$ cat src/hw/rtl/tsv_column_range_dropper_unit_assert.svh
// assertion macros for the column range dropper
`ifndef TSV_COLUMN_RANGE_DROPPER_UNIT_ASSERT_SVH
`define TSV_COLUMN_RANGE_DROPPER_UNIT_ASSERT_SVH

`ifndef ASSERT_OFF
`define TCRD_ASSERT_IMPL(label, clk, rst_n, ante, cons) \
    label: assert property (@(posedge clk) disable iff (!rst_n) (ante) |-> (cons)) \
        else $error("tcrd assertion failed");
`define TCRD_ASSERT_NEXT(label, clk, rst_n, ante, cons) \
    label: assert property (@(posedge clk) disable iff (!rst_n) (ante) |=> (cons)) \
        else $error("tcrd assertion failed");
`else
`define TCRD_ASSERT_IMPL(label, clk, rst_n, ante, cons)
`define TCRD_ASSERT_NEXT(label, clk, rst_n, ante, cons)
`endif

`endif

$ cat src/hw/rtl/tcrd_pkg.sv
package tcrd_pkg;

    localparam int MAX_RANGES_DEFAULT  = 4;
    localparam int COLUMN_BITS_DEFAULT = 16;

    localparam int RANGE_REGS = 4;
    localparam int PTR_BITS   = 3;
    localparam int ADDR_BITS  = 5;

    localparam logic [15:0] CH_TAB = 16'd9;
    localparam logic [15:0] CH_LF  = 16'd10;
    localparam logic [15:0] CH_CR  = 16'd13;

    localparam logic [15:0] QUOTE_CHAR_RESET = 16'd34;

    typedef enum logic [2:0] {
        REG_QUOTE_CHAR   = 3'd0,
        REG_NL_IN_QUOTES = 3'd1,
        REG_RANGE_COUNT  = 3'd2,
        REG_RANGE_A      = 3'd3,
        REG_RANGE_B      = 3'd4,
        REG_RANGE_C      = 3'd5,
        REG_RANGE_D      = 3'd6
    } reg_idx_t;

endpackage

$ cat src/hw/rtl/tsv_column_range_dropper_unit.sv
// tsv column range dropper
// input channel: text_valid / text_ready with text_char and buffer_end, one
//   utf-16 code unit per beat; buffer_end marks the last beat of a buffer
// output channel: result_valid / result_ready with kept_char, keep,
//   result_last and buffer_changed, exactly one result beat per input beat
// result beats are registered, valid in the cycle after the input is taken
// throughput: one beat per cycle; the column state is updated in the same
//   cycle the beat is taken, and the result register frees each cycle it is
//   drained, so text_ready stays high while result_ready is high
// receiver stall: the result register holds its beat and text_ready drops
//   until the beat is taken; nothing is lost or repeated
// configuration: pready is always high; apb write of registers at byte
//   address 4*i, done by the user only while the stream idles, not enforced
// reset: rst_n clears the registers to their defaults and the column state
//   to the start of a line; after a buffer_end beat the column state returns
//   to the start of a line as well
`include "tsv_column_range_dropper_unit_assert.svh"

module tsv_column_range_dropper_unit #(
    parameter int MAX_RANGES  = tcrd_pkg::MAX_RANGES_DEFAULT,
    parameter int COLUMN_BITS = tcrd_pkg::COLUMN_BITS_DEFAULT
) (
    input  logic                           clk,
    input  logic                           rst_n,
    input  logic                           psel,
    input  logic                           penable,
    input  logic                           pwrite,
    input  logic [tcrd_pkg::ADDR_BITS-1:0] paddr,
    input  logic [31:0]                    pwdata,
    output logic [31:0]                    prdata,
    output logic                           pready,
    input  logic                           text_valid,
    output logic                           text_ready,
    input  logic [15:0]                    text_char,
    input  logic                           buffer_end,
    output logic                           result_valid,
    input  logic                           result_ready,
    output logic [15:0]                    kept_char,
    output logic                           keep,
    output logic                           result_last,
    output logic                           buffer_changed
);
    import tcrd_pkg::*;

    localparam int LIMIT = (MAX_RANGES < RANGE_REGS) ? MAX_RANGES : RANGE_REGS;
    localparam int CMP_W = (COLUMN_BITS + 1 > 17) ? COLUMN_BITS + 1 : 17;
    localparam logic [PTR_BITS-1:0] LIMIT_P = PTR_BITS'(LIMIT);
    localparam logic [COLUMN_BITS-1:0] COL_TOP = '1;

    // configuration registers
    logic [15:0]          quote_char_reg;
    logic                 nl_in_quotes_reg;
    logic [2:0]           range_count_reg;
    logic [31:0]          range_reg [RANGE_REGS];
    logic                 cfg_write;
    reg_idx_t             cfg_idx;

    // column state
    logic                   quoted_reg, quoted_next;
    logic [COLUMN_BITS-1:0] col_reg, col_next;
    logic [PTR_BITS-1:0]    ptr_reg, ptr_next;
    logic                   at_start_reg, at_start_next;
    logic                   col_kept_reg, col_kept_next;
    logic                   dropped_reg, dropped_next;

    // result register
    logic        out_valid_reg;
    logic [15:0] out_char_reg;
    logic        out_keep_reg;
    logic        out_last_reg;
    logic        out_changed_reg;

    logic                   accept;
    logic                   eol, tab, is_quote, term, keep_now;
    logic [PTR_BITS-1:0]    n_use, ptr_open;
    logic [CMP_W-1:0]       col1;
    logic [RANGE_REGS-1:0]  past_end, at_first;
    logic                   advance, kept_open;
    logic [COLUMN_BITS-1:0] col_bump;

    assign pready    = 1'b1;
    assign cfg_write = psel && penable && pwrite;
    assign cfg_idx   = reg_idx_t'(paddr[4:2]);

    always_ff @(posedge clk or negedge rst_n)
    begin
        if (!rst_n)
        begin
            quote_char_reg   <= QUOTE_CHAR_RESET;
            nl_in_quotes_reg <= 1'b1;
            range_count_reg  <= '0;
            for (int i = 0; i < RANGE_REGS; i++)
            begin
                range_reg[i] <= '0;
            end
        end
        else if (cfg_write)
        begin
            case (cfg_idx)
                REG_QUOTE_CHAR:   quote_char_reg   <= pwdata[15:0];
                REG_NL_IN_QUOTES: nl_in_quotes_reg <= pwdata[0];
                REG_RANGE_COUNT:  range_count_reg  <= pwdata[2:0];
                REG_RANGE_A:      range_reg[0]     <= pwdata;
                REG_RANGE_B:      range_reg[1]     <= pwdata;
                REG_RANGE_C:      range_reg[2]     <= pwdata;
                REG_RANGE_D:      range_reg[3]     <= pwdata;
                default:          ;
            endcase
        end
    end

    always_comb
    begin
        case (cfg_idx)
            REG_QUOTE_CHAR:   prdata = {16'd0, quote_char_reg};
            REG_NL_IN_QUOTES: prdata = {31'd0, nl_in_quotes_reg};
            REG_RANGE_COUNT:  prdata = {29'd0, range_count_reg};
            REG_RANGE_A:      prdata = range_reg[0];
            REG_RANGE_B:      prdata = range_reg[1];
            REG_RANGE_C:      prdata = range_reg[2];
            REG_RANGE_D:      prdata = range_reg[3];
            default:          prdata = '0;
        endcase
    end

    assign text_ready = !out_valid_reg || result_ready;
    assign accept     = text_valid && text_ready;

    // range compares, one lane per range register
    assign col1 = CMP_W'(col_reg) + CMP_W'(1);

    always_comb
    begin
        for (int i = 0; i < RANGE_REGS; i++)
        begin
            past_end[i] = col1 >  CMP_W'(range_reg[i][31:16]);
            at_first[i] = col1 >= CMP_W'(range_reg[i][15:0]);
        end
    end

    assign n_use     = (PTR_BITS'(range_count_reg) > LIMIT_P) ? LIMIT_P
                                                              : PTR_BITS'(range_count_reg);
    assign advance   = (ptr_reg < n_use) && past_end[ptr_reg[1:0]];
    assign ptr_open  = advance ? ptr_reg + PTR_BITS'(1) : ptr_reg;
    assign kept_open = !((ptr_open < n_use) && at_first[ptr_open[1:0]]);
    assign col_bump  = (col_reg != COL_TOP) ? col_reg + COLUMN_BITS'(1) : col_reg;

    assign eol      = (text_char == CH_LF) || (text_char == CH_CR);
    assign tab      = (text_char == CH_TAB);
    assign is_quote = (text_char == quote_char_reg);
    assign term     = nl_in_quotes_reg ? (!quoted_reg && (eol || tab))
                                       : (eol || (!quoted_reg && tab));

    always_comb
    begin
        quoted_next   = quoted_reg;
        col_next      = col_reg;
        ptr_next      = ptr_reg;
        at_start_next = at_start_reg;
        col_kept_next = col_kept_reg;
        keep_now      = 1'b1;
        if (at_start_reg)
        begin
            if (eol)
            begin
                col_next = '0;
                ptr_next = '0;
            end
            else
            begin
                ptr_next      = ptr_open;
                col_kept_next = kept_open;
                if (tab)
                begin
                    quoted_next = 1'b0;
                    col_next    = col_bump;
                end
                else
                begin
                    quoted_next   = is_quote;
                    keep_now      = kept_open;
                    at_start_next = 1'b0;
                end
            end
        end
        else if (term)
        begin
            if (tab)
            begin
                col_next = col_bump;
            end
            else
            begin
                col_next = '0;
                ptr_next = '0;
            end
            at_start_next = 1'b1;
        end
        else
        begin
            quoted_next = quoted_reg ^ is_quote;
            keep_now    = col_kept_reg;
        end
        dropped_next = dropped_reg || !keep_now;
    end

    always_ff @(posedge clk or negedge rst_n)
    begin
        if (!rst_n)
        begin
            quoted_reg    <= 1'b0;
            col_reg       <= '0;
            ptr_reg       <= '0;
            at_start_reg  <= 1'b1;
            col_kept_reg  <= 1'b1;
            dropped_reg   <= 1'b0;
            out_valid_reg <= 1'b0;
        end
        else
        begin
            if (accept)
            begin
                if (buffer_end)
                begin
                    quoted_reg   <= 1'b0;
                    col_reg      <= '0;
                    ptr_reg      <= '0;
                    at_start_reg <= 1'b1;
                    col_kept_reg <= 1'b1;
                    dropped_reg  <= 1'b0;
                end
                else
                begin
                    quoted_reg   <= quoted_next;
                    col_reg      <= col_next;
                    ptr_reg      <= ptr_next;
                    at_start_reg <= at_start_next;
                    col_kept_reg <= col_kept_next;
                    dropped_reg  <= dropped_next;
                end
            end
            if (accept)
            begin
                out_valid_reg <= 1'b1;
            end
            else if (result_ready)
            begin
                out_valid_reg <= 1'b0;
            end
        end
    end

    // result beat payload
    always_ff @(posedge clk)
    begin
        if (accept)
        begin
            out_char_reg    <= text_char;
            out_keep_reg    <= keep_now;
            out_last_reg    <= buffer_end;
            out_changed_reg <= buffer_end && dropped_next;
        end
    end

    assign result_valid   = out_valid_reg;
    assign kept_char      = out_char_reg;
    assign keep           = out_keep_reg;
    assign result_last    = out_last_reg;
    assign buffer_changed = out_changed_reg;

    `TCRD_ASSERT_IMPL(a_changed_only_last, clk, rst_n, result_valid && !result_last, !buffer_changed)
    `TCRD_ASSERT_IMPL(a_drop_on_last, clk, rst_n, result_valid && result_last && !keep, buffer_changed)
    `TCRD_ASSERT_IMPL(a_ptr_bound, clk, rst_n, 1'b1, ptr_reg <= LIMIT_P)
    `TCRD_ASSERT_NEXT(a_clear_after_last, clk, rst_n, accept && buffer_end, at_start_reg && !dropped_reg && ptr_reg == '0)

endmodule

$ cat config.mk
export PLATFORM = sky130hd
export DESIGN_NAME = tsv_column_range_dropper_unit
export DESIGN_NICKNAME = d
export VERILOG_FILES = /design/src/hw/rtl/tcrd_pkg.sv /design/src/hw/rtl/tsv_column_range_dropper_unit.sv
export VERILOG_INCLUDE_DIRS = /design/src /design/src/hw/rtl
export SDC_FILE = /design/constraint.sdc
export NUM_CORES = 1
export LEC_CHECK = 0
export ABC_AREA = 1
export BUFFER_PORTS_ARGS = -buffer_cell sky130_fd_sc_hd__buf_2
export CAP_MARGIN = 20
export CELL_PAD_IN_SITES_DETAIL_PLACEMENT = 1
export CELL_PAD_IN_SITES_GLOBAL_PLACEMENT = 1
export CORE_MARGIN = 4
export CORE_UTILIZATION = 45
export CTS_CLUSTER_DIAMETER = 200
export CTS_CLUSTER_SIZE = 40
export DETAILED_ROUTE_END_ITERATION = 10
export PLACE_DENSITY = 0.79
export SYNTH_ARGS = -nofsm -noshare
export SYNTH_HDL_FRONTEND = slang
export SYNTH_SLANG_ARGS = --single-unit
$ cat constraint.sdc
create_clock -name clk -period 5.2 [get_ports clk]
set_clock_uncertainty 0.05 [all_clocks]
set_input_delay 0.52 -clock clk [delete_from_list [all_inputs] [get_ports clk]]
set_output_delay 0.52 -clock clk [all_outputs]
set_load 0.01 [all_outputs]
==> summary.md <==
| Metric | Value |
|---|---|
| Floorplan die height | 171.5 um |
| Clock sink count | 191 |
| Post-synth net total | 1,660 |
| Final setup vio count | 0 |
| Mux cell area share after synthesis | 1.124% |
| Number of flip-flops in the largest register | 128 |
| DR pass1 iterations | 5 |
| Power Dens Cells | 415.5 mW/mm2 |
| Total number of H-tree levels | 4 |
| Sequential-to-total area share from yosys stat | 40.60% |
| Type of the worst min-delay path | input port to async pin |
| Post-synthesis adder-cell area fraction | 13.95% |
| Share of synthesized registers carrying an async set or reset | 90.05% |
| Most repeated cell in the gate-level netlist after synthesis | sky130_fd_sc_hd__nand2_1 |
| Fraction of final layout cells sized beyond drive strength 1 | 13.84% |
| Chip Width | 171.5 um |
| Nets | 1,772 |
| Core ar. | 0.02621 mm2 |
| Starting Density | 45.88% |
| Vias/cell | 5.631 |
| Routed vias | 10,840 |
| Drt first-iter violations | 627 |
| Critical Setup Path Class | flip-flop to flip-flop |
| Post-synth EDFFs | 19 |
| Compound-cell area share of the yosys netlist | 16.81% |
| Critical path data arrival time | 4.97 ns |
| Synthesized instance count | 1,465 |
| Kind of end point of the critical path | flip-flop |
| Synthesized area | 0.01202 mm2 |
| Max clock buf depth | 2 |
| Count of cells along the worst register-to-register path | 26 |
| Post-synthesis to final-layout area growth | 13.50% |
| Peak supply drop | 0.2340 mV |
| Total Power Consumption | 5.670 mW |
| Commonest cells in the netlist | sky130_fd_sc_hd__nand2_1 (269), sky130_fd_sc_hd__inv_1 (220), sky130_fd_sc_hd__dfrtp_1 (167) |
| Critical Path Start Type | flip-flop |
| Clock input transition at the sequential cells of the worst setup and hold paths | 0.08 ns |
| Share of the synthesized netlist area taken by xor and xnor gates | 1.894% |
| Critical path required time | 5.36 ns |
| Least-Margin Pin Slew | 1.051 ns |
| Maximum capacitance violations | 0 |
| CTS tree | done |
| Number of unique standard cell types used by synthesis | 54 |
| Post-route minimum period | 4.814 ns |
| Peak clock frequency supported by timing | 207.7 MHz |
| Total congestion overflow after global routing | 0 |
| Largest family of logic cells by synthesized area | simple AND/OR/NAND/NOR gates |
| Top-area cell type share of the netlist area | 34.76% |
| Clock buffers created by TritonCTS | 17 |
| Number of nets with antenna violations after detailed routing | 0 |
| Clock latency on the worst-skew pair | 0.45 ns |
| Port buffer count | 111 |
| Maximum number of pins on one net before global-route repair | 78 |
| Share of the clock period used by the worst path after layout | 92.58% |
| Cts hold-fix bufs | 0 |
| Cell taking the most area after synthesis | sky130_fd_sc_hd__dfrtp_1 |
| Worst setup timing slack at the placement stage | 0.4092 ns |
| Run status | complete, no violations |
| Number of inserted diodes | 0 |
| Max-slew violation total from the final report | 0 |
| Leakage power | 6.848 nW |
| Average wire length per cell after detail routing | 19.89 um |
| Post-layout worst setup margin | 0.3859 ns |
| Wire length of the first global-routing pass | 61,230 um |
| Number of antenna violations at the first check in global routing | 0 |
| Crit Path Max Fanout | 11 |
| Row count | 59 |
| Sum of routed wire length over all layers | 38,300 um |
| Dominant synthesized flop cell | sky130_fd_sc_hd__dfrtp_1 |
| Total global-route track usage | 26.44% |
| IO Count | 115 |
| Slew HR | 29.52% |
| CTS root buffer | sky130_fd_sc_hd__clkbuf_16 |
| Largest cells by area after synthesis | sky130_fd_sc_hd__dfrtp_1 (35%), sky130_fd_sc_hd__ha_1 (14%), sky130_fd_sc_hd__nand2_1 (8.4%) |
| Number of warnings issued by yosys | 0 |
| Die Area | 0.02940 mm2 |
| Post-Route Hold Slack | 0.07339 ns |
| Total DRC errors in the routed layout | 0 |
| Average cell area after synthesis | 8.207 um2 |
| Post-DP HPWL | 28,580 um |
| Hold Vio Cnt, Final | 0 |
| Slack of the worst reg-to-reg path | 0.39 ns |
| Routability cong. | 0.8647 |
| Vias in the first global route | 11,420 |
| Simple-Gate Fraction of Synth Area | 16.95% |
| Yosys reg bits | 191 |
[cells by family (layout without fill, tap and decap cells)]
logic type	count (synthesis)	count (layout)
adder cells (fa/ha/maj)	134	134
buffers and inverters	271	396
XOR/XNOR	26	26
AND/OR/NAND/NOR	481	481
multiplexers	12	12
other	1	1
flip-flops	191	191
AO/OA/AOI/OAI	349	349
[timing repair]
action	CTS	global route
gates resized for setup	0	9
setup buffers	0	3
endpoints found under the setup margin	0	4
[worst paths after layout]
| check | from | end |
|---|---|---|
| max in group asynchronous | rst_n | range_reg[4] |
| max reg2reg | col_reg[0] | keep |
| min | rst_n | quote_char_reg[13] |
| min reg2reg | result_valid | result_valid |
| min in group clk | text_char[7] | kept_char[7] |
| max | col_reg[0] | keep |
[cells in the final DEF, fill, tap and decap left out, types with 7 or more instances in the layout]
| master | instances |
|---|---|
| sky130_fd_sc_hd__a21oi_1 | 98 |
| sky130_fd_sc_hd__a221o_1 | 16 |
| sky130_fd_sc_hd__a221oi_1 | 15 |
| sky130_fd_sc_hd__buf_2 | 110 |
| sky130_fd_sc_hd__buf_4 | 28 |
| sky130_fd_sc_hd__clkbuf_16 | 17 |
| sky130_fd_sc_hd__dfrtp_1 | 167 |
| sky130_fd_sc_hd__edfxtp_1 | 19 |
| sky130_fd_sc_hd__ha_1 | 134 |
| sky130_fd_sc_hd__inv_1 | 219 |
| sky130_fd_sc_hd__mux2_2 | 12 |
| sky130_fd_sc_hd__nand2_1 | 268 |
| sky130_fd_sc_hd__nand3_1 | 27 |
| sky130_fd_sc_hd__nand4_1 | 27 |
| sky130_fd_sc_hd__nor2_1 | 108 |
| sky130_fd_sc_hd__nor2_4 | 7 |
| sky130_fd_sc_hd__nor3_1 | 14 |
| sky130_fd_sc_hd__o21ai_0 | 152 |
| sky130_fd_sc_hd__o22ai_1 | 35 |
| sky130_fd_sc_hd__xnor2_1 | 14 |
| sky130_fd_sc_hd__xor2_1 | 12 |
[stage by stage]
step	cells	util, %	area, um2	TNS [ns]
2_1_floorplan	1465	-	12020	0
3_3_place_gp	1890	49.71	13030	0
3_5_place_dp	1890	49.71	13030	0
4_1_cts	1922	51.88	13600	0
5_1_grt	1925	52.07	13650	-0.08082
6_report	1925	52.07	13650	0
[critical path, cell delays in order, from the launching register on]
cell and delay (ns):
sky130_fd_sc_hd__dfrtp_1 0.38, sky130_fd_sc_hd__buf_4 0.22, sky130_fd_sc_hd__ha_1 0.22, sky130_fd_sc_hd__nand2_1 0.10, sky130_fd_sc_hd__nor2_4 0.19, sky130_fd_sc_hd__nand2_4 0.09, sky130_fd_sc_hd__o31ai_1 0.22, sky130_fd_sc_hd__nand2_1 0.09
sky130_fd_sc_hd__inv_1 0.33, sky130_fd_sc_hd__ha_1 0.22, sky130_fd_sc_hd__nand2_1 0.07, sky130_fd_sc_hd__nor2_1 0.26, sky130_fd_sc_hd__nand2_1 0.11, sky130_fd_sc_hd__nor3b_1 0.25, sky130_fd_sc_hd__a21oi_1 0.10, sky130_fd_sc_hd__a21oi_1 0.18
sky130_fd_sc_hd__nand2_2 0.12, sky130_fd_sc_hd__nand2_4 0.12, sky130_fd_sc_hd__nor2_2 0.06, sky130_fd_sc_hd__xor2_1 0.20, sky130_fd_sc_hd__inv_1 0.08, sky130_fd_sc_hd__ha_1 0.30, sky130_fd_sc_hd__a21oi_1 0.17, sky130_fd_sc_hd__a21boi_2 0.21
sky130_fd_sc_hd__nand4_2 0.12, sky130_fd_sc_hd__nand2_1 0.08, sky130_fd_sc_hd__inv_1 0.03
[metal layers]
layer / global-route usage [%] / share of wire (%) / vias to the layer above / wire [um]
li1: - / - / 5165 / -
met3: 3.011 / 3.1 / 51 / 1187
met5: 0 / 0 / - / 0
met4: 7.509 / 2.5 / 0 / 950
met2: 48.14 / 51 / 215 / 19660
met1: 33.10 / 43 / 5409 / 16490
[layout make-up]
cell class | instances | area, um2
well taps | 335 | 419.2
multi-input cells | 1003 | 6158
inverters | 225 | 845.8
clock inverters | 15 | 143.9
repair buffers | 139 | 772.0
fillers | 3214 | 12560
clock buffers | 17 | 425.4
flip-flops and latches | 191 | 4881
[power breakdown]
part / total (mW) / switching [mW] / leakage, nW / internal [mW]
logic: 2.33 / 1.48 / 4.41 / 0.851
registers: 2.01 / 0.187 / 2.15 / 1.83
clock network: 1.32 / 0.683 / 0.285 / 0.641
total: 5.67 / 2.35 / 6.85 / 3.32
(Power assumes the default switching activity.)
